### config.mk
export PLATFORM = sky130hd
export DESIGN_NAME = lru_ttl_tag_store_core
export DESIGN_NICKNAME = d
export VERILOG_FILES = /design/src/lts_pkg.sv /design/src/lts_ram.sv /design/src/lts_ctrl.sv /design/src/lts_dpath.sv /design/src/lru_ttl_tag_store_core.sv
export VERILOG_INCLUDE_DIRS = /design/src /design/src/src
export SDC_FILE = /design/constraint.sdc
export NUM_CORES = 2
export LEC_CHECK = 0
export BUFFER_PORTS_ARGS = -buffer_cell sky130_fd_sc_hd__clkbuf_2
export CORE_MARGIN = 2
export CORE_UTILIZATION = 56
export DETAILED_ROUTE_END_ITERATION = 8
export PLACE_DENSITY = 0.75
export SLEW_MARGIN = 30
export SYNTH_ARGS = -nofsm -noshare
export SYNTH_HDL_FRONTEND = slang
export SYNTH_SLANG_ARGS = --single-unit
### constraint.sdc
create_clock -name clk -period 18.9 [get_ports clk]
set_input_delay 0 -clock clk [delete_from_list [all_inputs] [get_ports clk]]
set_output_delay 0 -clock clk [all_outputs]
set_load 0.005 [all_outputs]
### src/assert_macros.svh
// Assertion macros for the RTL top level; clk and rst_n come from the using scope.
`ifndef ASSERT_MACROS_SVH
`define ASSERT_MACROS_SVH

// Same-cycle implication, disabled while reset is asserted.
`define LTS_ASSERT_IMPL(label, ante, cons) \
  label: assert property (@(posedge clk) disable iff (!rst_n) (ante) |-> (cons)) \
    else $error("same-cycle check failed");

// Next-cycle implication, disabled while reset is asserted.
`define LTS_ASSERT_NEXT(label, ante, cons) \
  label: assert property (@(posedge clk) disable iff (!rst_n) (ante) |=> (cons)) \
    else $error("next-cycle check failed");

`endif

### src/lts_pkg.sv
// Shared types, field widths and codes of the LRU tag store.
package lts_pkg;

  // Default number of entries.
  localparam int ENTRIES_DEF = 16;

  // Field widths.
  localparam int KIND_W  = 2;
  localparam int KEY_W   = 64;
  localparam int LEN_W   = 16;
  localparam int TTL_W   = 32;
  localparam int NOW_W   = 48;
  localparam int EXP_W   = 49;
  localparam int STAMP_W = 64;
  localparam int STAT_W  = 2;
  localparam int SLOT_W  = 4;

  // One tag RAM word: key, length, expiry time and recency stamp.
  localparam int WORD_W = KEY_W + LEN_W + EXP_W + STAMP_W;

  // Reset value of the largest accepted set length.
  localparam logic [LEN_W-1:0] MAX_BYTES_RST = LEN_W'(4096);

  // Request kinds.
  localparam logic [KIND_W-1:0] KIND_GET   = 2'd0;
  localparam logic [KIND_W-1:0] KIND_SET   = 2'd1;
  localparam logic [KIND_W-1:0] KIND_EVICT = 2'd2;

  // Result status codes.
  localparam logic [STAT_W-1:0] ST_OK     = 2'd0;
  localparam logic [STAT_W-1:0] ST_MISS   = 2'd1;
  localparam logic [STAT_W-1:0] ST_LARGE  = 2'd2;
  localparam logic [STAT_W-1:0] ST_BADLEN = 2'd3;

  // Commands from the controller to the datapath.
  typedef struct packed {
    logic load;    // capture a new request and clear the scan results
    logic rd_en;   // read the tag RAM at the scan address
    logic eval;    // RAM read data is valid for the evaluated index
    logic finish;  // resolve the request, update state, emit the result
  } lts_cmd_t;

endpackage

### src/lts_ram.sv
// Generic single-port-write, single-port-read RAM with registered read data.
module lts_ram #(
  parameter int WIDTH = 8,
  parameter int DEPTH = 16,
  localparam int AW = (DEPTH > 1) ? $clog2(DEPTH) : 1
) (
  input  logic             clk,
  input  logic             we,
  input  logic [AW-1:0]    waddr,
  input  logic [WIDTH-1:0] wdata,
  input  logic             re,
  input  logic [AW-1:0]    raddr,
  output logic [WIDTH-1:0] rdata
);

  logic [WIDTH-1:0] mem [DEPTH];

  // Write port.
  always_ff @(posedge clk) begin
    if (we) begin
      mem[waddr] <= wdata;
    end
  end

  // Registered read port.
  always_ff @(posedge clk) begin
    if (re) begin
      rdata <= mem[raddr];
    end
  end

endmodule

### src/lts_ctrl.sv
// Controller: sequences the per-request scan over all entries and the final update.
module lts_ctrl import lts_pkg::*; #(
  parameter int ENTRIES = ENTRIES_DEF,
  localparam int IDX_W = (ENTRIES > 1) ? $clog2(ENTRIES) : 1
) (
  input  logic             clk,
  input  logic             rst_n,
  input  logic             start,
  output logic             busy,
  output lts_cmd_t         cmd,
  output logic [IDX_W-1:0] rd_addr,
  output logic [IDX_W-1:0] eval_idx
);

  localparam logic [1:0] S_IDLE   = 2'd0;
  localparam logic [1:0] S_SCAN   = 2'd1;
  localparam logic [1:0] S_DRAIN  = 2'd2;
  localparam logic [1:0] S_DECIDE = 2'd3;

  localparam logic [IDX_W-1:0] LAST_IDX = IDX_W'(ENTRIES - 1);

  logic [1:0]       state_r, state_nxt;
  logic [IDX_W-1:0] cnt_r, cnt_nxt;
  logic             eval_r;
  logic [IDX_W-1:0] eval_idx_r;

  // Next-state logic.
  always_comb begin
    state_nxt = state_r;
    cnt_nxt   = cnt_r;
    unique case (state_r)
      S_IDLE: begin
        if (start) begin
          state_nxt = S_SCAN;
          cnt_nxt   = '0;
        end
      end
      S_SCAN: begin
        if (cnt_r == LAST_IDX) begin
          state_nxt = S_DRAIN;
        end else begin
          cnt_nxt = cnt_r + 1'b1;
        end
      end
      S_DRAIN: begin
        state_nxt = S_DECIDE;
      end
      S_DECIDE: begin
        state_nxt = S_IDLE;
      end
      default: begin
        state_nxt = S_IDLE;
      end
    endcase
  end

  // State, scan counter and read-data tracking.
  always_ff @(posedge clk) begin
    if (!rst_n) begin
      state_r <= S_IDLE;
      cnt_r   <= '0;
      eval_r  <= 1'b0;
    end else begin
      state_r <= state_nxt;
      cnt_r   <= cnt_nxt;
      eval_r  <= (state_r == S_SCAN);
    end
  end

  // The index whose read data arrives in the next cycle.
  always_ff @(posedge clk) begin
    eval_idx_r <= cnt_r;
  end

  // Commands and status.
  always_comb begin
    cmd.load   = (state_r == S_IDLE) && start;
    cmd.rd_en  = (state_r == S_SCAN);
    cmd.eval   = eval_r;
    cmd.finish = (state_r == S_DECIDE);
  end

  assign busy     = (state_r != S_IDLE);
  assign rd_addr  = cnt_r;
  assign eval_idx = eval_idx_r;

endmodule

### src/lts_dpath.sv
// Datapath: request registers, tag RAM, scan results, valid bits and result registers.
module lts_dpath import lts_pkg::*; #(
  parameter int ENTRIES = ENTRIES_DEF,
  localparam int IDX_W = (ENTRIES > 1) ? $clog2(ENTRIES) : 1
) (
  input  logic               clk,
  input  logic               rst_n,
  input  lts_cmd_t           cmd,
  input  logic [IDX_W-1:0]   rd_addr,
  input  logic [IDX_W-1:0]   eval_idx,
  input  logic [KIND_W-1:0]  in_kind,
  input  logic [KEY_W-1:0]   in_key,
  input  logic [LEN_W-1:0]   in_value_len,
  input  logic [LEN_W-1:0]   in_read_capacity,
  input  logic [TTL_W-1:0]   in_ttl_ms,
  input  logic [NOW_W-1:0]   in_now_ms,
  input  logic               cfg_wr,
  input  logic [LEN_W-1:0]   cfg_data,
  output logic               out_valid,
  output logic [STAT_W-1:0]  out_status,
  output logic [SLOT_W-1:0]  out_slot,
  output logic [LEN_W-1:0]   out_stored_len
);

  // Request registers.
  logic [KIND_W-1:0]  kind_r;
  logic [KEY_W-1:0]   key_r;
  logic [LEN_W-1:0]   vlen_r;
  logic [LEN_W-1:0]   rcap_r;
  logic [NOW_W-1:0]   now_r;
  logic [EXP_W-1:0]   exp_new_r;

  // Configuration and shared state.
  logic [LEN_W-1:0]   max_bytes_r;
  logic [STAMP_W-1:0] use_r, use_nxt;
  logic [ENTRIES-1:0] valid_r;

  // Scan results.
  logic               match_found_r;
  logic [IDX_W-1:0]   match_idx_r;
  logic [LEN_W-1:0]   match_len_r;
  logic [EXP_W-1:0]   match_exp_r;
  logic               free_found_r;
  logic [IDX_W-1:0]   free_idx_r;
  logic               best_found_r;
  logic [IDX_W-1:0]   best_idx_r;
  logic [STAMP_W-1:0] best_stamp_r;

  // RAM ports and unpacked read word.
  logic               ram_we;
  logic [IDX_W-1:0]   ram_waddr;
  logic [WORD_W-1:0]  ram_wdata;
  logic [WORD_W-1:0]  ram_rdata;
  logic [KEY_W-1:0]   rd_key;
  logic [LEN_W-1:0]   rd_len;
  logic [EXP_W-1:0]   rd_exp;
  logic [STAMP_W-1:0] rd_stamp;
  logic               rd_valid;

  // Resolution of the request.
  logic               set_v;
  logic               clr_v;
  logic [IDX_W-1:0]   v_idx;
  logic [STAT_W-1:0]  status_nxt;
  logic [IDX_W-1:0]   slot_nxt;
  logic [LEN_W-1:0]   slen_nxt;
  logic [IDX_W-1:0]   set_idx;

  // Result registers.
  logic               out_valid_r;
  logic [STAT_W-1:0]  out_status_r;
  logic [SLOT_W-1:0]  out_slot_r;
  logic [LEN_W-1:0]   out_stored_len_r;

  // Tag RAM: one entry read per scan cycle, one write at resolution.
  lts_ram #(
    .WIDTH (WORD_W),
    .DEPTH (ENTRIES)
  ) u_tag_ram (
    .clk   (clk),
    .we    (ram_we && cmd.finish),
    .waddr (ram_waddr),
    .wdata (ram_wdata),
    .re    (cmd.rd_en),
    .raddr (rd_addr),
    .rdata (ram_rdata)
  );

  assign {rd_key, rd_len, rd_exp, rd_stamp} = ram_rdata;
  assign rd_valid = valid_r[eval_idx];

  // Capture the request; the new expiry time is formed here once.
  always_ff @(posedge clk) begin
    if (cmd.load) begin
      kind_r    <= in_kind;
      key_r     <= in_key;
      vlen_r    <= in_value_len;
      rcap_r    <= in_read_capacity;
      now_r     <= in_now_ms;
      exp_new_r <= {1'b0, in_now_ms} + EXP_W'(in_ttl_ms);
    end
  end

  // Scan: first valid key match, first free entry, and the lowest stamp
  // among valid entries with ties going to the lower index.
  always_ff @(posedge clk) begin
    if (cmd.load) begin
      match_found_r <= 1'b0;
      free_found_r  <= 1'b0;
      best_found_r  <= 1'b0;
    end else if (cmd.eval) begin
      if (rd_valid && (rd_key == key_r) && !match_found_r) begin
        match_found_r <= 1'b1;
        match_idx_r   <= eval_idx;
        match_len_r   <= rd_len;
        match_exp_r   <= rd_exp;
      end
      if (!rd_valid && !free_found_r) begin
        free_found_r <= 1'b1;
        free_idx_r   <= eval_idx;
      end
      if (rd_valid && (!best_found_r || (rd_stamp < best_stamp_r))) begin
        best_found_r <= 1'b1;
        best_idx_r   <= eval_idx;
        best_stamp_r <= rd_stamp;
      end
    end
  end

  // Target of a set: the matching entry, else the first free, else the LRU entry.
  always_comb begin
    if (match_found_r) begin
      set_idx = match_idx_r;
    end else if (free_found_r) begin
      set_idx = free_idx_r;
    end else begin
      set_idx = best_idx_r;
    end
  end

  // Resolve the request once the scan is complete.
  always_comb begin
    ram_we     = 1'b0;
    ram_waddr  = set_idx;
    ram_wdata  = {key_r, vlen_r, exp_new_r, use_r + 1'b1};
    set_v      = 1'b0;
    clr_v      = 1'b0;
    v_idx      = set_idx;
    status_nxt = ST_MISS;
    slot_nxt   = '0;
    slen_nxt   = '0;
    use_nxt    = use_r;
    case (kind_r)
      KIND_GET: begin
        if (match_found_r) begin
          if (match_exp_r < {1'b0, now_r}) begin
            // Expired entry is dropped and reported as a miss.
            clr_v = 1'b1;
            v_idx = match_idx_r;
          end else if (match_len_r > rcap_r) begin
            status_nxt = ST_LARGE;
          end else begin
            // Hit: refresh the stamp, rewriting the rest of the entry unchanged.
            ram_we     = 1'b1;
            ram_waddr  = match_idx_r;
            ram_wdata  = {key_r, match_len_r, match_exp_r, use_r + 1'b1};
            use_nxt    = use_r + 1'b1;
            status_nxt = ST_OK;
            slot_nxt   = match_idx_r;
            slen_nxt   = match_len_r;
          end
        end
      end
      KIND_SET: begin
        if (vlen_r == '0) begin
          status_nxt = ST_BADLEN;
        end else if (vlen_r > max_bytes_r) begin
          status_nxt = ST_LARGE;
        end else begin
          ram_we     = 1'b1;
          set_v      = 1'b1;
          use_nxt    = use_r + 1'b1;
          status_nxt = ST_OK;
          slot_nxt   = set_idx;
        end
      end
      KIND_EVICT: begin
        // Only a full store loses its least recently used entry.
        if (!free_found_r && best_found_r) begin
          clr_v      = 1'b1;
          v_idx      = best_idx_r;
          status_nxt = ST_OK;
          slot_nxt   = best_idx_r;
        end
      end
      default: begin
        status_nxt = ST_MISS;
      end
    endcase
  end

  // Configuration register, valid bits and use counter.
  always_ff @(posedge clk) begin
    if (!rst_n) begin
      max_bytes_r <= MAX_BYTES_RST;
      valid_r     <= '0;
      use_r       <= '0;
    end else begin
      if (cfg_wr) begin
        max_bytes_r <= cfg_data;
      end
      if (cmd.finish) begin
        use_r <= use_nxt;
        if (set_v) begin
          valid_r[v_idx] <= 1'b1;
        end else if (clr_v) begin
          valid_r[v_idx] <= 1'b0;
        end
      end
    end
  end

  // Result strobe.
  always_ff @(posedge clk) begin
    if (!rst_n) begin
      out_valid_r <= 1'b0;
    end else begin
      out_valid_r <= cmd.finish;
    end
  end

  // Result payload.
  always_ff @(posedge clk) begin
    if (cmd.finish) begin
      out_status_r     <= status_nxt;
      out_slot_r       <= SLOT_W'(slot_nxt);
      out_stored_len_r <= slen_nxt;
    end
  end

  assign out_valid      = out_valid_r;
  assign out_status     = out_status_r;
  assign out_slot       = out_slot_r;
  assign out_stored_len = out_stored_len_r;

endmodule

### src/lru_ttl_tag_store_core.sv
// Top level of the LRU tag store with per-entry expiry time.
//
// A request is taken when start is high and busy is low, and then busy stays
// high while the tag RAM is walked one entry at a time through its single
// read port, while the last read data arrives and while the request is
// resolved and written back. The result appears on out_status, out_slot and
// out_stored_len for exactly one cycle with out_valid high, in the first
// cycle with busy low again; the receiver cannot stall it and must take it
// then. A new request may be started in that same cycle. Entry state needs
// no clearing after reset, so requests are accepted right away. The max_bytes
// register is written through cfg_valid/cfg_data, which is always ready;
// write it only while no request is in progress.
`include "assert_macros.svh"

module lru_ttl_tag_store_core import lts_pkg::*; #(
  parameter int ENTRIES = ENTRIES_DEF
) (
  input  logic               clk,
  input  logic               rst_n,
  input  logic               start,
  output logic               busy,
  input  logic [KIND_W-1:0]  in_kind,
  input  logic [KEY_W-1:0]   in_key,
  input  logic [LEN_W-1:0]   in_value_len,
  input  logic [LEN_W-1:0]   in_read_capacity,
  input  logic [TTL_W-1:0]   in_ttl_ms,
  input  logic [NOW_W-1:0]   in_now_ms,
  output logic               out_valid,
  output logic [STAT_W-1:0]  out_status,
  output logic [SLOT_W-1:0]  out_slot,
  output logic [LEN_W-1:0]   out_stored_len,
  input  logic               cfg_valid,
  output logic               cfg_ready,
  input  logic [LEN_W-1:0]   cfg_data
);

  localparam int IDX_W = (ENTRIES > 1) ? $clog2(ENTRIES) : 1;

  lts_cmd_t         cmd;
  logic [IDX_W-1:0] rd_addr;
  logic [IDX_W-1:0] eval_idx;

  // The configuration register can be written in any cycle.
  assign cfg_ready = 1'b1;

  // Controller.
  lts_ctrl #(
    .ENTRIES (ENTRIES)
  ) u_ctrl (
    .clk      (clk),
    .rst_n    (rst_n),
    .start    (start),
    .busy     (busy),
    .cmd      (cmd),
    .rd_addr  (rd_addr),
    .eval_idx (eval_idx)
  );

  // Datapath.
  lts_dpath #(
    .ENTRIES (ENTRIES)
  ) u_dpath (
    .clk              (clk),
    .rst_n            (rst_n),
    .cmd              (cmd),
    .rd_addr          (rd_addr),
    .eval_idx         (eval_idx),
    .in_kind          (in_kind),
    .in_key           (in_key),
    .in_value_len     (in_value_len),
    .in_read_capacity (in_read_capacity),
    .in_ttl_ms        (in_ttl_ms),
    .in_now_ms        (in_now_ms),
    .cfg_wr           (cfg_valid && cfg_ready),
    .cfg_data         (cfg_data),
    .out_valid        (out_valid),
    .out_status       (out_status),
    .out_slot         (out_slot),
    .out_stored_len   (out_stored_len)
  );

  // An accepted request keeps the block busy in the next cycle.
  `LTS_ASSERT_NEXT(a_start_busy, start && !busy, busy)
  // Every resolution produces exactly the result strobe that follows it.
  `LTS_ASSERT_NEXT(a_finish_result, cmd.finish, out_valid)
  // A result is only shown once the block has gone idle.
  `LTS_ASSERT_IMPL(a_result_idle, out_valid, !busy)
  // Anything but success carries a zero slot and a zero length.
  `LTS_ASSERT_IMPL(a_fail_zero, out_valid && (out_status != ST_OK),
                   (out_slot == '0) && (out_stored_len == '0))

endmodule

* Word-level counts from Yosys, hierarchy flattened *
Memory sizes are Yosys's and may differ from the RTL's. A register that Yosys moved wholly into a read port is not among the register bits.
Index checks and enable logic that the tools add are counted.

storage, ports and cells
  bits in registers = 469
  bits in writable memories = 3088
  input port bits = 198
  output and inout port bits = 25
  logic and storage cells = 148
  memories kept = 1

memories
  name                   words  width  read ports  clocked after memory_dff  write ports  RTL line       RTL
  u_dpath.u_tag_ram.mem  16     193    1           1                         1            lts_ram.sv:16  logic [WIDTH-1:0] mem [DEPTH];

cells by class
  $add $sub $neg = 3
  $lt $le $gt $ge = 7
  eq/ne operators = 15
  multiplexer cells = 59
  bitwise operators = 6
  reductions and logical operators = 31

operators with widths
  cell                                                 count
  two-way mux 129 bit                                  4
  two-way mux 64 bit                                   5
  case mux 64 bit (2 select lines)                     1
  two-way mux 4 bit                                    17
  adder 64 x 1 -> 64 bit (second input constant)       1
  == test 64 bit                                       1
  < comparator 64 bit                                  1
  adder 48 x 32 -> 49 bit                              1
  < comparator 49 x 48 -> 1 bit                        1
  greater-than comparator 16 bit                       2
  two-way mux 16 bit                                   2
  AND 16 bit                                           1
  zero test 16 bit                                     1
  inverter 16 bit                                      1
  OR 16 bit                                            1
  case mux 4 bit (2 select lines)                      2
  two-way mux 1 bit                                    14
  two-way mux 2 bit                                    7
  inequality test 2 bit (second input constant)        7
  case mux 4 bit (3 select lines)                      1
  AND reduction 3 bit                                  4
  < comparator 4 x 5 -> 1 bit (second input constant)  2
  AND reduction 2 bit                                  5
  logical AND 1 bit                                    8
  other kinds (18)                                     31

* Logic depth before layout (Yosys ltp) *
  depth in word-level cells = 13
  depth in mapped cells = 15
  mapped depth without buffers = 12

* Modules after synthesis *
A second synthesis with hierarchy kept.

unflattened totals
  cell total of the unflattened synthesis = 7133
  area, all modules = 145673.5 um^2

by module, submodules not included
  module                  instances  cells an instance  area each (um^2)  seq. area each (um^2)
  lts_ram                 1          5037               121634.2          98524.5
  lts_dpath               1          2041               23498.8           12752.2
  lts_ctrl                1          53                 529.3             220.2
  lru_ttl_tag_store_core  1          2                  11.3              0.0

* Least setup slack after synthesis *
No wires, ideal clock.

  path kind = reg2reg
  start point = register u_ctrl.state_r[1]
  end point = memory u_dpath.u_tag_ram.mem[3][0] (netlist name) (enable)
  setup time = 750 ps
  arrival = 10951 ps
  required time = 18150 ps
  slack = 7199 ps
  cell stages (with the launch flop) = 12
  path buffers = 4
  period minus slack after synthesis = 11701 ps
  cells stage by stage = dfxtp_1 ha_1 clkbuf_1 nand2b_1 or2_2 or4_4 buf_6 and2_4 buf_6 buf_6 or3_4 nor2_1

RTL lines
  what                    RTL line        RTL
  start, declared         lts_ctrl.sv:22  logic [1:0] state_r, state_nxt;
  start signal, assigned  lts_ctrl.sv:64  state_r <= state_nxt;
  end, declared           lts_ram.sv:16

* Worst setup path after layout *
  start point = register u_dpath.vlen_r[15]
  end point = memory u_dpath.u_tag_ram.mem[12][157] (netlist name) (enable)

between the ends
  word-level cells in the longest chain between the ends = 7
  elaborated cells between the ends (all ways) = 8
  classes of those cells = 1 x order compare; 5 x mux; 2 x reduce/logical

RTL lines
  what                                         RTL line          RTL
  start, declared                              lts_dpath.sv:28   logic [LEN_W-1:0] vlen_r;
  start signal, assigned                       lts_dpath.sv:97   vlen_r <= in_value_len;
  greater-than comparator 16 bit               lts_dpath.sv:177  end else if (vlen_r > max_bytes_r) begin
  two-way mux 1 bit                            lts_dpath.sv:177
  two-way mux 1 bit (*)                        lts_dpath.sv:175  if (vlen_r == '0) begin
  case mux 1 bit (2 select lines) (*)          lts_dpath.sv:153  case (kind_r)
  logical AND 1 bit (*)                        lts_dpath.sv:81   .we (ram_we && cmd.finish),
  two-way mux 1 bit (*)                        lts_ram.sv:20     if (we) begin
  two-way mux 1 bit (implied by the code) (*)  lts_ram.sv:21     mem[waddr] <= wdata;

Every way passes the cells marked *; elsewhere a longest branch is shown, timed or not.

==> flow_metrics.env <==
export IMPL_status="completed"
export IMPL_use_met2_pct=43.91
export IMPL_synth_ff_type="edfxtp_1"
export IMPL_drt_iter0_markers=10073
export IMPL_grt_usage_pct=26.95
export IMPL_synthCells=6804
export IMPL_drive_gt1_share_pct=24.43
export IMPL_rsz0062_at_grt="no"
export IMPL_period_share_pct=38.64
export IMPL_die_w_um=514.4
export IMPL_grt_busiest_layer="met2"
export IMPL_rows=187
export IMPL_routabilityCongestion=0.8748
export IMPL_start_util_pct=56.28
export IMPL_finalNonFillerCells=11331
export IMPL_syn_cell_area_mm2=0.1459
export IMPL_final_cell_area_mm2=0.1677
export IMPL_grt_overflow_total=0
export IMPL_ys_async_sr_fraction_pct=0
export IMPL_layout_nets=8023
export IMPL_fp_coreArea_mm2=0.2592
export IMPL_min_path_cells=4
export IMPL_r2r_end="u_dpath.u_tag_ram.mem[12][157]"
export IMPL_ios=223
export IMPL_grt_met1_usage_pct=37.91
export IMPL_maxSlewViolCount=0
export IMPL_ctsResizeCount=0
export IMPL_die_area_mm2=0.2646
export IMPL_synth_seq_cells=3750
export IMPL_min_path_type="in2reg"
export IMPL_min_from="in_now_ms[35]"
export IMPL_drt_wirelength_per_cell_um=31.30
export IMPL_tns_ps=0
export IMPL_synth_edf_count=3639
export IMPL_drv_cap=0
export IMPL_ys_top_cells_by_area="edfxtp_1 75%, mux4_2 14%, ha_1 1.5%"
export IMPL_fill_cells=15980
export IMPL_r2r_start="u_dpath.vlen_r[15]"
export IMPL_cts_max_level=5
export IMPL_critical_path_class="reg2reg"
export IMPL_cts_max_path_buffers=4
export IMPL_worst_slew_pin_slew_ps=1066
export IMPL_syn_area_per_cell_um2=21.44
export IMPL_hpwlAfterDp_um=180000
export IMPL_path_max_fanout=49
export IMPL_hold_ws_ps=85.35
export IMPL_startpoint="u_dpath.vlen_r[15]"
export IMPL_min_period_ps=7304
export IMPL_finClkSkew_ps=53.35
export IMPL_wirelength_um=354700
export IMPL_synth_most_common_cell="edfxtp_1"
export IMPL_multi_input_area_mm2=0.03295
export IMPL_numCtsBuffers=365
export IMPL_hold_violations=0
export IMPL_grt_pass1_wl_um=520900
export IMPL_worstPathArrival_ps=7890
export IMPL_timing_fmax_mhz=136.9
export IMPL_clkTransAtPathRegs_ps=70
export IMPL_portBuffers=221
export IMPL_ys_warn_count=0
export IMPL_vias=74261
export IMPL_seq_area_mm2=0.1115
export IMPL_cp_end_kind="register"
export IMPL_cp_data_required_time_ps=19490
export IMPL_grt_antenna_before_repair=12
export IMPL_ant_nets=0
export IMPL_grt_use_met3_pct=4.449
export IMPL_clk_latency_ps=980
export IMPL_area_growth_pct=14.95
export IMPL_synth_top_area_share_pct=74.90
export IMPL_total_power_uw=19320
export IMPL_r2r_slack_ps=11600
export IMPL_grt_pass1_vias=76282
export IMPL_vias_per_cell=6.554
export IMPL_yosysSeqAreaShare_pct=76.42
export IMPL_min_to="u_dpath.exp_new_r[35]"
export IMPL_start_kind="register"
export IMPL_grt_start_max_net_pins=133
export IMPL_post_cts_setup_buffers=0
export IMPL_setup_viol=0
export IMPL_slew_headroom_pct=28.95
export IMPL_placed_cell_area_mm2=0.1519
export IMPL_yosys_area_top_type="edfxtp_1"
export IMPL_synthDistinctLibCells=78
export IMPL_yosys_top_cells_count="3639 x edfxtp_1, 928 x mux4_2, 210 x inv_1, 190 x clkbuf_1, 180 x ha_1"
export IMPL_powerDensity_mw_per_mm2=115.2
export IMPL_p_leak_uw=0.05370
export IMPL_cts_sinks=3750
export IMPL_drc=0
export IMPL_hold_buffers=408
export IMPL_ir_drop_mv=0.1555
export IMPL_drt_first_pass_iters=6
export IMPL_rr_worst_depth=13
export IMPL_dieHeight_um=514.4
export IMPL_cts_root_buf="clkbuf_16"
export IMPL_synthesis_nets=7183
export IMPL_placed_cells=10267
export IMPL_cts_tree="yes"
## metrics by stage
stage	utilization, %	setup WS, ps
2_1_floorplan	-	7199
3_3_place_gp	58.42	10460
3_5_place_dp	58.59	11370
4_1_cts	64.60	11340
5_1_grt	64.68	11410
6_report	64.69	11600
## worst max path at each step
stage                                                 to  depth (start not counted)
after detailed placement  u_dpath.u_tag_ram.mem[12][157]                         14
after floorplan              u_dpath.u_tag_ram.mem[3][0]                         11
after global routing      u_dpath.u_tag_ram.mem[12][157]                         14
after CTS                 u_dpath.u_tag_ram.mem[12][158]                         14
after global placement    u_dpath.u_tag_ram.mem[12][161]                         14
final                     u_dpath.u_tag_ram.mem[12][157]                         13
## cells in the final DEF (no fill, tap or decap), types with 64 or more instances in the layout
cell           count
mux2i_1           69
nand2_1          138
dfxtp_1          107
mux4_2           928
o21ai_0           90
nand3_1           64
buf_4            100
xnor2_1           77
inv_1            209
a21oi_1          161
clkbuf_2         221
dlygate4sd3_1    408
edfxtp_1        3639
clkinv_2          64
clkbuf_16        371
ha_1             178
clkinv_1          81
nor2_1           139
## critical path: stages, from the launching register on
cell	delay [ps]
edfxtp_1	460
ha_1	370
and4_1	280
nand4_1	270
nor4_4	420
a211o_1	190
o211ai_2	330
o32a_1	550
nand2_2	630
nand3_1	470
nor2_4	650
buf_4	830
buf_6	670
buf_4	650
## logic make-up after synthesis
family,share of synthesized area [%]
DFF,76.42
other,0.002570
and+or+nand+nor,2.334
muxes,15.19
AOI/OAI and AO/OA,2.280
adders and majority gates,1.557
buffers and inverters,1.338
xor gates and xnor gates,0.8705
## metal layers
metal | wire length [um] | up-vias | part of all wire, %
met1 | 135200 | 38909 | 38
met2 | 175100 | 4710 | 49
li1 | - | 29921 | -
met3 | 33270 | 711 | 9.4
met4 | 11010 | 10 | 3.1
met5 | 60 | - | 0.017
## state kept, by name, summed over array words and instances, names as in the netlist, 2 cells and up, named ones only
signal	flops
u_dpath.out_stored_len	16
u_dpath.best_stamp_r	64
u_ctrl.rd_addr	4
u_dpath.u_tag_ram.mem	3088
u_dpath.best_idx_r	4
u_dpath.exp_new_r	49
u_ctrl.state_r	2
u_dpath.vlen_r	16
u_dpath.match_exp_r	49
u_dpath.match_len_r	16
u_dpath.match_idx_r	4
u_dpath.out_status	2
u_dpath.out_slot	4
u_dpath.now_r	48
u_dpath.use_r	64
u_dpath.u_tag_ram.rdata	193
u_dpath.max_bytes_r	16
u_dpath.kind_r	2
u_ctrl.eval_idx	4
u_dpath.rcap_r	16
u_dpath.key_r	64
u_dpath.free_idx_r	4
## area by class of cell
type | instances | share of cell area [%]
clock buffers | 436 | 5.717
multi-input cells | 2549 | 19.65
clock inverters | 208 | 1.140
well taps | 3402 | 2.538
repair buffers | 767 | 3.974
diodes | 8 | 0.01194
flip-flops and latches | 3750 | 66.49
inverters | 211 | 0.4767
## power by group
group / switching, uW / internal (uW) / total [uW]
clock: 3020 / 4080 / 7100
sequential: 307 / 9730 / 10000
combinational: 1230 / 955 / 2180
Power figures use the tool's default switching activity.
